## config.mk

```make
export PLATFORM = sky130hd
export DESIGN_NAME = fan_pwm_tach_controller_core
export DESIGN_NICKNAME = d
export VERILOG_FILES = /design/src/design/fptc_pkg.sv /design/src/design/fan_pwm_tach_controller_core.sv /design/src/design/fptc_dp.sv /design/src/design/fptc_ctrl.sv
export VERILOG_INCLUDE_DIRS = /design/src /design/src/design
export SDC_FILE = /design/constraint.sdc
export NUM_CORES = 2
export LEC_CHECK = 0
export BUFFER_PORTS_ARGS = -buffer_cell sky130_fd_sc_hd__buf_2
export CAP_MARGIN = 20
export CORE_UTILIZATION = 60
export CTS_CLUSTER_SIZE = 25
export DETAILED_ROUTE_END_ITERATION = 8
export PLACE_DENSITY = 0.76
export RECOVER_POWER = 25
export SLEW_MARGIN = 40
export SYNTH_ARGS = -nofsm -noshare
export SYNTH_HDL_FRONTEND = slang
export SYNTH_HIERARCHICAL = 1
export SYNTH_SLANG_ARGS = --single-unit
```

## constraint.sdc

```tcl
create_clock -name clock -period 9.5 [get_ports clock]
set_input_delay 1.9 -clock clock [delete_from_list [all_inputs] [get_ports clock]]
set_output_delay 1.9 -clock clock [all_outputs]
set_load 0.005 [all_outputs]
```

## src/design/fan_pwm_tach_controller_core_macros.svh

```systemverilog
// Assertion macros shared by the fan controller core.
`ifndef FAN_PWM_TACH_CONTROLLER_CORE_MACROS_SVH
`define FAN_PWM_TACH_CONTROLLER_CORE_MACROS_SVH
`ifndef SYNTHESIS
// Same-cycle implication.
`define FPTC_ASSERT_IMP(lbl, clk, rst, ante, cons) \
   lbl: assert property (@(posedge clk) disable iff (rst) (ante) |-> (cons)) \
      else $error("fptc assertion failed");
// Next-cycle implication.
`define FPTC_ASSERT_NXT(lbl, clk, rst, ante, cons) \
   lbl: assert property (@(posedge clk) disable iff (rst) (ante) |=> (cons)) \
      else $error("fptc assertion failed");
`else
`define FPTC_ASSERT_IMP(lbl, clk, rst, ante, cons)
`define FPTC_ASSERT_NXT(lbl, clk, rst, ante, cons)
`endif
`endif

```

## src/design/fptc_pkg.sv

```systemverilog
// Types and constants for the fan PWM and tachometer controller.
`timescale 1ns / 1ps
package fptc_pkg;

   localparam int OP_W       = 2;
   localparam int PCT_W      = 8;
   localparam int SPEED_W    = 7;
   localparam int DUTY_W     = 16;
   localparam int RPM_W      = 16;
   localparam int TOTAL_W    = 32;
   localparam int RES_W      = 5;
   localparam int PPR_W      = 8;
   localparam int IVL_W      = 16;
   localparam int CSR_IDX_W  = 2;
   localparam int CSR_DATA_W = 16;

   // Divider: 16 quotient bits, divisor up to ppr * interval.
   localparam int QUO_W  = 16;
   localparam int DEN_W  = PPR_W + IVL_W;
   localparam int STEP_W = $clog2(QUO_W);
   localparam int DUTY_PROD_W = SPEED_W + DUTY_W;

   localparam logic [15:0]        RPM_SCALE   = 16'd60000;
   localparam logic [SPEED_W-1:0] SPEED_MAX   = 7'd100;
   localparam logic [DEN_W-1:0]   DUTY_DIV    = 24'd100;
   localparam logic [RES_W-1:0]   RES_MAX     = 5'd16;
   localparam logic [RPM_W-1:0]   RPM_SAT     = 16'hFFFF;

   localparam logic [CSR_IDX_W-1:0] CSR_PWM_RES = 2'd0;
   localparam logic [CSR_IDX_W-1:0] CSR_PPR     = 2'd1;
   localparam logic [CSR_IDX_W-1:0] CSR_IVL     = 2'd2;

   typedef enum logic [OP_W-1:0] {
      OP_TICK      = 2'd0,
      OP_TACH      = 2'd1,
      OP_SET_SPEED = 2'd2,
      OP_NONE      = 2'd3
   } op_type;

   typedef enum logic [3:0] {
      S_IDLE,
      S_DECODE,
      S_RPM_MUL,
      S_RPM_CHK,
      S_DUTY_MUL,
      S_DUTY_INIT,
      S_DIV_RPM,
      S_DIV_DUTY,
      S_RPM_WB,
      S_DUTY_WB,
      S_RESP
   } state_type;

   typedef struct packed {
      logic load_item;
      logic tick_count;
      logic tick_update;
      logic tach;
      logic set_speed;
      logic rpm_mul;
      logic rpm_sat;
      logic duty_mul;
      logic div_init;
      logic div_step;
      logic rpm_wb;
      logic duty_wb;
      logic load_rsp;
   } cmd_type;

   typedef struct packed {
      op_type op;
      logic   tick_due;
      logic   rpm_over;
   } status_type;

endpackage

```

## src/design/fan_pwm_tach_controller_core.sv

```systemverilog
// Top level of the fan PWM duty and tachometer rpm controller.
//
//   port group  direction  handshake            carries
//   req_        in         req_valid/req_stall  op, speed_percent
//   rsp_        out        rsp_valid/rsp_stall  duty, fan_on, speed_now, rpm, pulse_total
//   csr_        in         csr_we               csr_index, csr_wdata
//
// One event at a time. A tick without update, a tach edge or an idle op goes from decode
// straight to the response; a set-speed or an rpm update runs through the 16-step restoring divider
// shared by the rpm and duty paths. A saturated rpm skips the divider.
// Reset is synchronous and restores the register defaults and clears all counters.
// The result sits in an output register, so a stalled rsp_ does not block the next req_.
`timescale 1ns / 1ps
module fan_pwm_tach_controller_core #(
   parameter int PULSE_COUNT_BITS = 32
) (
   input  logic        clock,
   input  logic        reset,
   input  logic        req_valid,
   output logic        req_stall,
   input  logic [1:0]  req_op,
   input  logic [7:0]  req_speed_percent,
   output logic        rsp_valid,
   input  logic        rsp_stall,
   output logic [15:0] rsp_duty,
   output logic        rsp_fan_on,
   output logic [6:0]  rsp_speed_now,
   output logic [15:0] rsp_rpm,
   output logic [31:0] rsp_pulse_total,
   input  logic        csr_we,
   input  logic [1:0]  csr_index,
   input  logic [15:0] csr_wdata
);
   import fptc_pkg::*;

   cmd_type    cmd;
   status_type status;

   fptc_ctrl u_ctrl (
      .clock     (clock),
      .reset     (reset),
      .req_valid (req_valid),
      .req_stall (req_stall),
      .rsp_valid (rsp_valid),
      .rsp_stall (rsp_stall),
      .status    (status),
      .cmd       (cmd)
   );

   fptc_dp #(
      .PULSE_COUNT_BITS (PULSE_COUNT_BITS)
   ) u_dp (
      .clock             (clock),
      .reset             (reset),
      .req_op            (req_op),
      .req_speed_percent (req_speed_percent),
      .csr_we            (csr_we),
      .csr_index         (csr_index),
      .csr_wdata         (csr_wdata),
      .cmd               (cmd),
      .status            (status),
      .rsp_duty          (rsp_duty),
      .rsp_fan_on        (rsp_fan_on),
      .rsp_speed_now     (rsp_speed_now),
      .rsp_rpm           (rsp_rpm),
      .rsp_pulse_total   (rsp_pulse_total)
   );

endmodule

```

## src/design/fptc_dp.sv

```systemverilog
// Datapath: event state, config registers, multipliers and shared divider.
`timescale 1ns / 1ps
module fptc_dp #(
   parameter int PULSE_COUNT_BITS = 32
) (
   input  logic                                clock,
   input  logic                                reset,
   input  logic [fptc_pkg::OP_W-1:0]           req_op,
   input  logic [fptc_pkg::PCT_W-1:0]          req_speed_percent,
   input  logic                                csr_we,
   input  logic [fptc_pkg::CSR_IDX_W-1:0]      csr_index,
   input  logic [fptc_pkg::CSR_DATA_W-1:0]     csr_wdata,
   input  fptc_pkg::cmd_type                   cmd,
   output fptc_pkg::status_type                status,
   output logic [fptc_pkg::DUTY_W-1:0]         rsp_duty,
   output logic                                rsp_fan_on,
   output logic [fptc_pkg::SPEED_W-1:0]        rsp_speed_now,
   output logic [fptc_pkg::RPM_W-1:0]          rsp_rpm,
   output logic [fptc_pkg::TOTAL_W-1:0]        rsp_pulse_total
);
   import fptc_pkg::*;

   localparam int NUM_W = PULSE_COUNT_BITS + 16;
   localparam int CMP_W = (NUM_W > DEN_W + 16) ? NUM_W : DEN_W + 16;

   logic [RES_W-1:0] res_ff, res_in;
   logic [PPR_W-1:0] ppr_ff, ppr_in;
   logic [IVL_W-1:0] ivl_ff, ivl_in;

   logic [PULSE_COUNT_BITS-1:0] pulse_ff, pulse_in;
   logic [PULSE_COUNT_BITS-1:0] last_ff, last_in;
   logic [IVL_W-1:0]   ms_ff, ms_in;
   logic [RPM_W-1:0]   rpm_ff, rpm_in;
   logic [SPEED_W-1:0] speed_ff, speed_in;
   logic               on_ff, on_in;
   logic [DUTY_W-1:0]  duty_ff, duty_in;

   op_type             op_ff, op_in;
   logic [PCT_W-1:0]   pct_ff, pct_in;
   logic [NUM_W-1:0]   num_ff, num_in;
   logic [DEN_W-1:0]   den_ff, den_in;
   logic [DEN_W-1:0]   rem_ff, rem_in;
   logic [QUO_W-1:0]   quo_ff, quo_in;

   logic [DUTY_W-1:0]  rsp_duty_ff, rsp_duty_in;
   logic               rsp_on_ff, rsp_on_in;
   logic [SPEED_W-1:0] rsp_speed_ff, rsp_speed_in;
   logic [RPM_W-1:0]   rsp_rpm_ff, rsp_rpm_in;
   logic [TOTAL_W-1:0] rsp_total_ff, rsp_total_in;

   logic [PPR_W-1:0]   ppr_eff;
   logic [IVL_W-1:0]   ivl_eff;
   logic [RES_W-1:0]   res_eff;
   logic [IVL_W-1:0]   ms_next;
   logic [16:0]        one_sh;
   logic [DUTY_W-1:0]  max_duty;
   logic [SPEED_W-1:0] pct_cap;
   logic [DEN_W:0]     trial;
   logic [DEN_W:0]     trial_diff;
   logic [PULSE_COUNT_BITS-1:0] pulse_diff;

   assign ppr_eff  = (ppr_ff == '0) ? PPR_W'(1) : ppr_ff;
   assign ivl_eff  = (ivl_ff == '0) ? IVL_W'(1) : ivl_ff;
   assign res_eff  = (res_ff > RES_MAX) ? RES_MAX : res_ff;
   assign ms_next  = ms_ff + IVL_W'(1);
   assign one_sh   = 17'd1 << res_eff;
   assign max_duty = DUTY_W'(one_sh - 17'd1);
   assign pct_cap  = (pct_ff > PCT_W'(SPEED_MAX)) ? SPEED_MAX : pct_ff[SPEED_W-1:0];
   // wrap the pulse difference at the counter width before widening
   assign pulse_diff = pulse_ff - last_ff;

   // one restoring step: bring down the next dividend bit, try the subtract
   assign trial      = {rem_ff, num_ff[QUO_W-1]};
   assign trial_diff = trial - {1'b0, den_ff};

   assign status.op       = op_ff;
   assign status.tick_due = (ms_next >= ivl_eff);
   assign status.rpm_over = (CMP_W'(num_ff) >= (CMP_W'(den_ff) << 16));

   always_comb begin
      res_in = res_ff;
      ppr_in = ppr_ff;
      ivl_in = ivl_ff;
      if (csr_we) begin
         unique case (csr_index)
            CSR_PWM_RES: res_in = csr_wdata[RES_W-1:0];
            CSR_PPR:     ppr_in = csr_wdata[PPR_W-1:0];
            CSR_IVL:     ivl_in = csr_wdata[IVL_W-1:0];
            default:     ;
         endcase
      end
   end

   always_comb begin
      pulse_in = pulse_ff;
      last_in  = last_ff;
      ms_in    = ms_ff;
      rpm_in   = rpm_ff;
      speed_in = speed_ff;
      on_in    = on_ff;
      duty_in  = duty_ff;
      op_in    = op_ff;
      pct_in   = pct_ff;
      num_in   = num_ff;
      den_in   = den_ff;
      rem_in   = rem_ff;
      quo_in   = quo_ff;
      if (cmd.load_item) begin
         op_in  = op_type'(req_op);
         pct_in = req_speed_percent;
      end
      if (cmd.tick_count) begin
         ms_in = ms_next;
      end
      if (cmd.tick_update) begin
         ms_in   = '0;
         num_in  = NUM_W'(pulse_diff);
         last_in = pulse_ff;
      end
      if (cmd.tach) begin
         pulse_in = pulse_ff + PULSE_COUNT_BITS'(1);
      end
      if (cmd.set_speed) begin
         speed_in = pct_cap;
         on_in    = (pct_cap != '0);
      end
      if (cmd.rpm_mul) begin
         num_in = NUM_W'(num_ff[PULSE_COUNT_BITS-1:0]) * NUM_W'(RPM_SCALE);
         den_in = DEN_W'(ppr_eff) * DEN_W'(ivl_eff);
      end
      if (cmd.rpm_sat) begin
         rpm_in = RPM_SAT;
      end
      if (cmd.duty_mul) begin
         num_in = NUM_W'(DUTY_PROD_W'(speed_ff) * DUTY_PROD_W'(max_duty));
         den_in = DUTY_DIV;
      end
      if (cmd.div_init) begin
         // top bits are below the divisor, so the quotient fits QUO_W bits
         rem_in = DEN_W'(num_ff >> QUO_W);
         quo_in = '0;
      end
      if (cmd.div_step) begin
         if (!trial_diff[DEN_W]) begin
            rem_in = trial_diff[DEN_W-1:0];
            quo_in = {quo_ff[QUO_W-2:0], 1'b1};
         end else begin
            rem_in = trial[DEN_W-1:0];
            quo_in = {quo_ff[QUO_W-2:0], 1'b0};
         end
         num_in = {num_ff[NUM_W-1:QUO_W], num_ff[QUO_W-2:0], 1'b0};
      end
      if (cmd.rpm_wb) begin
         rpm_in = quo_ff;
      end
      if (cmd.duty_wb) begin
         duty_in = quo_ff;
      end
   end

   always_comb begin
      rsp_duty_in  = rsp_duty_ff;
      rsp_on_in    = rsp_on_ff;
      rsp_speed_in = rsp_speed_ff;
      rsp_rpm_in   = rsp_rpm_ff;
      rsp_total_in = rsp_total_ff;
      if (cmd.load_rsp) begin
         rsp_duty_in  = duty_ff;
         rsp_on_in    = on_ff;
         rsp_speed_in = speed_ff;
         rsp_rpm_in   = rpm_ff;
         rsp_total_in = TOTAL_W'(pulse_ff);
      end
   end

   always_ff @(posedge clock) begin
      if (reset) begin
         res_ff   <= RES_W'(8);
         ppr_ff   <= PPR_W'(2);
         ivl_ff   <= IVL_W'(1000);
         pulse_ff <= '0;
         last_ff  <= '0;
         ms_ff    <= '0;
         rpm_ff   <= '0;
         speed_ff <= '0;
         on_ff    <= 1'b0;
         duty_ff  <= '0;
      end else begin
         res_ff   <= res_in;
         ppr_ff   <= ppr_in;
         ivl_ff   <= ivl_in;
         pulse_ff <= pulse_in;
         last_ff  <= last_in;
         ms_ff    <= ms_in;
         rpm_ff   <= rpm_in;
         speed_ff <= speed_in;
         on_ff    <= on_in;
         duty_ff  <= duty_in;
      end
   end

   always_ff @(posedge clock) begin
      op_ff        <= op_in;
      pct_ff       <= pct_in;
      num_ff       <= num_in;
      den_ff       <= den_in;
      rem_ff       <= rem_in;
      quo_ff       <= quo_in;
      rsp_duty_ff  <= rsp_duty_in;
      rsp_on_ff    <= rsp_on_in;
      rsp_speed_ff <= rsp_speed_in;
      rsp_rpm_ff   <= rsp_rpm_in;
      rsp_total_ff <= rsp_total_in;
   end

   assign rsp_duty        = rsp_duty_ff;
   assign rsp_fan_on      = rsp_on_ff;
   assign rsp_speed_now   = rsp_speed_ff;
   assign rsp_rpm         = rsp_rpm_ff;
   assign rsp_pulse_total = rsp_total_ff;

endmodule

```

## src/design/fptc_ctrl.sv

```systemverilog
// Controller: sequences each event through the datapath and owns the handshakes.
`timescale 1ns / 1ps
`include "fan_pwm_tach_controller_core_macros.svh"
module fptc_ctrl (
   input  logic                  clock,
   input  logic                  reset,
   input  logic                  req_valid,
   output logic                  req_stall,
   output logic                  rsp_valid,
   input  logic                  rsp_stall,
   input  fptc_pkg::status_type  status,
   output fptc_pkg::cmd_type     cmd
);
   import fptc_pkg::*;

   state_type         state_ff, state_in;
   logic [STEP_W-1:0] cnt_ff, cnt_in;
   logic              rsp_valid_ff, rsp_valid_in;
   logic              last_step;
   logic              rsp_free;

   assign last_step = (cnt_ff == STEP_W'(QUO_W - 1));
   assign rsp_free  = !rsp_valid_ff || !rsp_stall;
   assign req_stall = (state_ff != S_IDLE);
   assign rsp_valid = rsp_valid_ff;

   always_comb begin
      state_in = state_ff;
      cnt_in   = cnt_ff;
      cmd      = '0;
      unique case (state_ff)
         S_IDLE: begin
            if (req_valid) begin
               cmd.load_item = 1'b1;
               state_in      = S_DECODE;
            end
         end
         S_DECODE: begin
            unique case (status.op)
               OP_TICK: begin
                  if (status.tick_due) begin
                     cmd.tick_update = 1'b1;
                     state_in        = S_RPM_MUL;
                  end else begin
                     cmd.tick_count = 1'b1;
                     state_in       = S_RESP;
                  end
               end
               OP_TACH: begin
                  cmd.tach = 1'b1;
                  state_in = S_RESP;
               end
               OP_SET_SPEED: begin
                  cmd.set_speed = 1'b1;
                  state_in      = S_DUTY_MUL;
               end
               OP_NONE: begin
                  state_in = S_RESP;
               end
            endcase
         end
         S_RPM_MUL: begin
            cmd.rpm_mul = 1'b1;
            state_in    = S_RPM_CHK;
         end
         S_RPM_CHK: begin
            if (status.rpm_over) begin
               cmd.rpm_sat = 1'b1;
               state_in    = S_RESP;
            end else begin
               cmd.div_init = 1'b1;
               cnt_in       = '0;
               state_in     = S_DIV_RPM;
            end
         end
         S_DUTY_MUL: begin
            cmd.duty_mul = 1'b1;
            state_in     = S_DUTY_INIT;
         end
         S_DUTY_INIT: begin
            cmd.div_init = 1'b1;
            cnt_in       = '0;
            state_in     = S_DIV_DUTY;
         end
         S_DIV_RPM: begin
            cmd.div_step = 1'b1;
            cnt_in       = cnt_ff + STEP_W'(1);
            if (last_step) begin
               state_in = S_RPM_WB;
            end
         end
         S_DIV_DUTY: begin
            cmd.div_step = 1'b1;
            cnt_in       = cnt_ff + STEP_W'(1);
            if (last_step) begin
               state_in = S_DUTY_WB;
            end
         end
         S_RPM_WB: begin
            cmd.rpm_wb = 1'b1;
            state_in   = S_RESP;
         end
         S_DUTY_WB: begin
            cmd.duty_wb = 1'b1;
            state_in    = S_RESP;
         end
         S_RESP: begin
            // hold until the output register is free to take the beat
            if (rsp_free) begin
               cmd.load_rsp = 1'b1;
               state_in     = S_IDLE;
            end
         end
         default: begin
            state_in = S_IDLE;
         end
      endcase
   end

   always_comb begin
      if (cmd.load_rsp) begin
         rsp_valid_in = 1'b1;
      end else begin
         rsp_valid_in = rsp_valid_ff && rsp_stall;
      end
   end

   always_ff @(posedge clock) begin
      if (reset) begin
         state_ff     <= S_IDLE;
         cnt_ff       <= '0;
         rsp_valid_ff <= 1'b0;
      end else begin
         state_ff     <= state_in;
         cnt_ff       <= cnt_in;
         rsp_valid_ff <= rsp_valid_in;
      end
   end

   `FPTC_ASSERT_NXT(a_accept_decodes, clock, reset, req_valid && !req_stall, state_ff == S_DECODE)
   `FPTC_ASSERT_NXT(a_div_advances, clock, reset, (state_ff == S_DIV_RPM) && !last_step, (state_ff == S_DIV_RPM) && (cnt_ff == STEP_W'($past(cnt_ff) + 1'b1)))
   `FPTC_ASSERT_NXT(a_resp_waits, clock, reset, (state_ff == S_RESP) && rsp_valid_ff && rsp_stall, state_ff == S_RESP)
   `FPTC_ASSERT_NXT(a_resp_loaded, clock, reset, (state_ff == S_RESP) && rsp_free, rsp_valid_ff && (state_ff == S_IDLE))

endmodule

```

### Word level (Yosys, flattened, before mapping)

Cells that the tools add are included.

| storage, ports and cells | value |
|---|---|
| register bits | 352 |
| output and inout port bits | 74 |
| word-level logic and storage cells | 135 |

| operators by class | value |
|---|---|
| $add $sub $neg | 6 |
| multipliers | 3 |
| $lt $le $gt $ge | 4 |
| equality and inequality tests | 21 |
| shift operators | 1 |
| mux-type cells | 46 |
| bitwise gates (word level) | 1 |
| reduce and logical (&&, ||, !) cells | 26 |

Operators by type and width:

| operator | count |
|---|---|
| two-way mux 16 bit | 6 |
| two-way mux 48 bit | 2 |
| two-way mux 24 bit | 3 |
| greater-or-equal comparator 48 x 40 -> 1 bit | 1 |
| multiplier 32 x 11 -> 43 bit, second input constant | 1 |
| case mux 4 bit (10 select lines) | 1 |
| adder 32 x 1 -> 32 bit, second input constant | 1 |
| two-way mux 4 bit | 8 |
| subtractor 32 bit | 1 |
| subtractor 25 x 24 -> 25 bit | 1 |
| multiplier 8 x 16 -> 24 bit | 1 |
| case mux 4 bit (3 select lines) | 2 |
| multiplier 7 x 16 -> 23 bit | 1 |
| two-way mux 23 bit | 1 |
| two-way mux 1 bit | 18 |
| adder 16 x 1 -> 16 bit, second input constant | 1 |
| equality test 4 x 3 -> 1 bit, second input constant | 4 |
| equality test 4 bit, second input constant | 4 |
| greater-or-equal comparator 16 bit | 1 |
| zero test 16 bit | 1 |
| << shifter 1 x 5 -> 16 bit, first input constant | 1 |
| subtractor 16 x 1 -> 16 bit, second input constant | 1 |
| AND reduction 2 bit | 5 |
| equality test 4 x 2 -> 1 bit, second input constant | 2 |
| other kinds (26) | 40 |

### Longest topological paths before layout

| depth | value |
|---|---|
| depth after elaboration | 10 |
| mapped depth | 27 |
| gate-level depth less buffers | 26 |

### Modules after synthesis

Netlist, hierarchy kept.

By module, submodules not included:

| module | times used | cells an instance | area each (um^2) |
|---|---|---|---|
| fptc_dp | 1 | 3,137 | 30,644.4 |
| fptc_ctrl | 1 | 84 | 630.6 |

### Worst setup path after synthesis

No wires, ideal clock.

| path | value |
|---|---|
| path type | flip-flop to flip-flop |
| start point | register u_dp.res_ff[4] |
| end point | register u_dp.num_ff[21] (data pin) |
| library setup time | 0.261 ns |
| data arrival time | 6.168 ns |
| setup slack | 3.072 ns |
| stages on the path, launching flop included | 28 |
| path buffers | 3 |
| clock period less this slack | 6.428 ns |
| cells stage by stage | dfxtp_1 clkbuf_1 buf_1 nand3b_1 ha_1 clkbuf_1 nor3_1 a22o_1 a22oi_1 nor2b_1 fa_1 inv_1 fa_1 inv_1 fa_1 inv_1 fa_1 inv_1 ha_1 o21ai_0 nand2b_1 a311oi_1 o31ai_1 nand2_1 a31oi_1 a21oi_1 xnor2_1 a221o_1 |

| between the ends | value |
|---|---|
| word-level cells in the longest chain between the ends | 6 |

RTL lines:

| item | RTL line | text |
|---|---|---|
| from (decl) | fptc_dp.sv:26 | `logic [RES_W-1:0] res_ff, res_in;` |
| from (signal assigned) | fptc_dp.sv:189 | `res_ff <= res_in;` |
| greater-than comparator 5 bit | fptc_dp.sv:64 | `assign res_eff = (res_ff > RES_MAX) ? RES_MAX : res_ff;` |
| two-way mux 5 bit * | fptc_dp.sv:64 |  |
| << shifter 1 x 5 -> 16 bit * | fptc_dp.sv:66 | `assign one_sh = 17'd1 << res_eff;` |
| subtractor 16 x 1 -> 16 bit * | fptc_dp.sv:67 | `assign max_duty = DUTY_W'(one_sh - 17'd1);` |
| multiplier 7 x 16 -> 23 bit * | fptc_dp.sv:135 | `num_in = NUM_W'(DUTY_PROD_W'(speed_ff) * DUTY_PROD_W'(max_duty));` |
| two-way mux 23 bit * | fptc_dp.sv:134 | `if (cmd.duty_mul) begin` |
| to (signal assigned) | fptc_dp.sv:205 | `num_ff <= num_in;` |
| to (decl) | fptc_dp.sv:40 | `logic [NUM_W-1:0] num_ff, num_in;` |

Mark *: on every way between the ends. The rest lies on a longest branch, timed or not.
A chain may end at the register's enable or synchronous reset.

### Worst setup path in the final report

| path | value |
|---|---|
| start point | register u_dp.res_ff[2] |
| end point | register u_dp.num_ff[21] (data pin) |

The elaborated chain is that of the path after synthesis.

==> results.py <==
metrics = {
    "status": {
        "status": "finished with violations",
        "violations": "max-capacitance violations, max-slew violations",
    },
    "logic_synthesis": {
        "ys_seq_elements": 352,
        "synth_nets": 3852,
        "ys_async_sr_fraction": 0,
        "syn_area_sq_um": 31300,
        "yosysWarnings": 6,
        "synth_edf_count": 169,
        "yosysSeqAreaShare": 0.279,
        "ys_types": 86,
        "ys.flop_type": "dfxtp_1",
        "syn_avg_cell_area_sq_um": 9.71,
        "netlist_instances": 3221,
    },
    "clocking": {
        "ctsRootBufferMaster": "clkbuf_16",
        "cts_htree_levels": 2,
        "cts_resized": 0,
        "post_cts_buffers": 0,
        "clk_latency_ns": 0.60,
        "cts_sinks": 352,
        "clk_path_buf_depth": 3,
        "clkTransAtPathRegs_ns": 0.06,
        "cts_inserted_buffers": 40,
        "cts_hold_buf": 0,
        "cts_tree": "built",
    },
    "place": {
        "place_hpwl_um": 55300,
        "globalplace.congestion": 0.926,
        "port-buffer-count": 106,
    },
    "floorplanning": {
        "core_sq_um": 51400,
        "io_pins": 107,
        "die_w_um": 230,
        "fp-row-count": 83,
        "die_area_sq_um": 53000,
        "chipHeight_um": 230,
        "initial_core_util": 0.608,
    },
    "layout": {
        "n_fill_cell": 4120,
        "multiInputGateArea_sq_um": 20800,
        "layout.nets": 3890,
        "syn_to_final_growth_pct": 7.68,
        "antenna-diode-count": 0,
        "drive_above_1_share": 0.0693,
        "seq_area_sq_um": 8740,
    },
    "global_routing": {
        "grt_pass1_vias": 23900,
        "grt_usage": 0.275,
        "antenna_found_initial": 0,
        "grt_pass1_wl_um": 119000,
        "grt_start_max_net_pins": 78,
        "grt_overflow": 0,
    },
    "route": {
        "via_count": 23400,
        "drt-initial-drc-count": 1528,
        "drt_first_pass_iters": 6,
        "vias_per_cell": 5.88,
        "routed_wl_um": 71900,
        "wl_per_cell_um": 18.1,
        "ant_nets": 0,
        "route.detailed.drc": 0,
    },
    "timing": {
        "grt_setup_unrepaired": "false",
        "timing.fmax_ghz": 0.136,
        "setup_viol": 0,
        "finClkSkew_ns": 0.0450,
        "drv_slew": 180,
        "hold_viol": 0,
        "slew_headroom": -0.928,
        "worst_pin_slew_ns": 2.89,
        "fin_crit_sh": 0.776,
        "fin_crit_ns": 7.37,
        "finalSetupTns_ns": 0,
    },
    "setup_path": {
        "cp.required_ns": 9.84,
        "crit_slowest_cell": "o21ai_0",
        "cp-start-kind": "flip-flop",
        "path_max_fanout": 14,
        "crit_top_cell": "fa_1",
        "endpoint_kind": "flip-flop",
        "reg2reg_to": "u_dp/num_ff[21]$_DFFE_PP_",
        "cp_cell_sequence": "or2_2, nor2_1, nand2_1, ha_1, nor4_1, a21oi_1, o21ai_0, and2_1, fa_1, fa_1, fa_1, inv_1, fa_1, inv_1, ha_1, o21ai_0, nand2b_1, a311oi_1, o31ai_1, nand2_1, a31oi_1, a21oi_1, xnor2_1, a221o_1",
        "reg2reg_slack_ns": 2.13,
        "endpoint": "u_dp/num_ff[21]$_DFFE_PP_",
        "r2r-start": "u_dp/res_ff[2]$_SDFFE_PP0P_",
        "worstRegToRegCells": 24,
        "crit_path_start": "u_dp/res_ff[2]$_SDFFE_PP0P_",
        "slowest_delay_ns": 0.62,
        "cp.arrival_ns": 7.72,
        "path_class": "reg2reg",
    },
    "min_path": {
        "worstHoldPathType": "reg2reg",
        "min_from": "u_dp/rpm_ff[9]$_SDFFE_PP0P_",
    },
    "run": {
        "drv_cap": 4,
    },
}
==> synth_stat cells (5+ instances only) <==
cell | count | area, sq um
buf_1 | 9 | 33.8
a31oi_1 | 24 | 150
nand2_1 | 214 | 803
and4_1 | 11 | 96.3
a21oi_1 | 183 | 916
xnor2_1 | 82 | 718
a21o_1 | 68 | 510
nor4_1 | 15 | 93.8
o21ai_0 | 91 | 455
nand3b_1 | 8 | 60.1
o21ai_1 | 12 | 60.1
o21a_1 | 27 | 203
inv_1 | 315 | 1180
a221oi_1 | 6 | 52.6
mux2i_1 | 100 | 1000
nand4_1 | 29 | 181
and3_1 | 31 | 194
fa_1 | 296 | 5930
buf_2 | 9 | 45.0
xor2_1 | 91 | 797
o211ai_1 | 18 | 135
dfxtp_1 | 183 | 3660
nor3b_1 | 7 | 52.6
o22ai_1 | 17 | 106
a22oi_1 | 7 | 52.6
clkbuf_1 | 114 | 428
ha_1 | 302 | 3780
a211oi_1 | 22 | 165
nor3_1 | 32 | 160
edfxtp_1 | 169 | 5070
a221o_1 | 6 | 60.1
nor2_1 | 301 | 1130
nand2b_1 | 37 | 231
and2_1 | 112 | 701
a211o_1 | 13 | 114
o31ai_1 | 9 | 67.6
or2_2 | 9 | 56.3
o2111ai_1 | 5 | 43.8
or3_1 | 7 | 43.8
nor2b_1 | 90 | 563
o21bai_1 | 22 | 165
nand3_1 | 40 | 200
==> registers in the layout, indices dropped and copies added (netlist names), 16 cells and up <==
register,count
u_dp/rpm_ff,16
u_dp/num_ff,48
u_dp/quo_ff,16
u_dp/last_ff,32
u_dp/den_ff,24
u_dp/rsp_duty,16
u_dp/duty_ff,16
u_dp/ivl_ff,16
u_dp/rem_ff,24
u_dp/rsp_pulse_total,32
u_dp/pulse_ff,32
u_dp/rsp_rpm,16
u_dp/ms_ff,16
==> cell usage in the layout (no fill, tap or decap), types with 9 or more instances in the layout <==
cell / netlist / routed
inv_1: 315 / 315
ha_1: 302 / 302
nor2_1: 301 / 299
fa_1: 296 / 296
nand2_1: 214 / 214
a21oi_1: 183 / 183
dfxtp_1: 183 / 183
edfxtp_1: 169 / 169
buf_2: 9 / 103
and2_1: 112 / 102
mux2i_1: 100 / 100
o21ai_0: 91 / 91
xor2_1: 91 / 91
nor2b_1: 90 / 90
xnor2_1: 82 / 82
a21o_1: 68 / 68
clkbuf_16: 0 / 42
nand3_1: 40 / 40
nand2b_1: 37 / 37
and3_1: 31 / 31
nor3_1: 32 / 29
nand4_1: 29 / 29
o21a_1: 27 / 27
a31oi_1: 24 / 24
a211oi_1: 22 / 22
o21bai_1: 22 / 22
buf_4: 1 / 19
o211ai_1: 18 / 18
o22ai_1: 17 / 17
nor4_1: 15 / 15
clkbuf_1: 114 / 13
a211o_1: 13 / 13
o21ai_1: 12 / 12
and4_1: 11 / 11
and2_0: 0 / 10
o31ai_1: 9 / 9
==> through the flow <==
| step | hold slack [ns] | worst slack, ns | area, sq um | utilization | cells |
|---|---|---|---|---|---|
| after floorplan | 0.403 | 3.07 | 31300 | - | 3221 |
| after global placement | 0.416 | 2.47 | 32300 | 0.629 | 3893 |
| after detailed placement | 0.414 | 2.14 | 32400 | 0.630 | 3897 |
| after CTS | 0.430 | 2.14 | 33700 | 0.656 | 3970 |
| after global routing | 0.436 | 1.65 | 33700 | 0.655 | 3970 |
| final | 0.429 | 2.13 | 33700 | 0.655 | 3970 |
==> per-layer routing <==
metal	vias to the layer above	part of all wire	GRT usage
met2	652	0.49	0.474
li1	11100	-	-
met5	-	0	0
met4	0	0.031	0.0913
met3	133	0.051	0.0366
met1	11500	0.43	0.356
==> how the worst min path moves through the flow <==
stage | to | slack [ns] | cells after the start
2_1_floorplan | u_dp/rsp_fan_on$_DFFE_PP_ | 0.40 | 0
3_3_place_gp | u_dp/rsp_duty[3]$_DFFE_PP_ | 0.42 | 0
3_5_place_dp | u_dp/rsp_rpm[14]$_DFFE_PP_ | 0.41 | 0
4_1_cts | u_dp/rsp_duty[6]$_DFFE_PP_ | 0.43 | 0
5_1_grt | u_dp/rsp_rpm[9]$_DFFE_PP_ | 0.44 | 0
6_report | u_dp/rsp_rpm[9]$_DFFE_PP_ | 0.43 | 0
==> cell families (layout without fill, tap and decap cells) <==
kind of cell / after synthesis / count (layout) / share of synthesized area
AND/OR/NAND/NOR: 959 / 959 / 0.151
multiplexers: 103 / 103 / 0.0331
XOR/XNOR: 173 / 173 / 0.0484
buffers and inverters: 450 / 519 / 0.0552
flip-flops: 352 / 352 / 0.279
adder cells (fa/ha/maj): 598 / 598 / 0.310
AO/OA/AOI/OAI: 586 / 586 / 0.123
==> layout make-up <==
class,instances,area share
inverter,315,0.0351
tap,680,0.0253
multi-input combinational,2419,0.619
clock buffer,49,0.0326
timing repair buffer,131,0.0208
sequential,352,0.259
clock inverter,24,0.00799
==> critical path, delay by kind of cell, from the launching register on <==
| family | cells | cell delay [ns] |
|---|---|---|
| buffers and inverters | 2 | 0.10 |
| AND/OR/NAND/NOR | 7 | 1.53 |
| adder cells (fa/ha/maj) | 6 | 2.70 |
| XOR/XNOR | 1 | 0.15 |
| flip-flops | 1 | 0.44 |
| AO/OA/AOI/OAI | 8 | 2.23 |
Power is left out: the tool's default activity adds up to more than one toggle a clock period on the data nets, which glitch-free logic cannot reach.
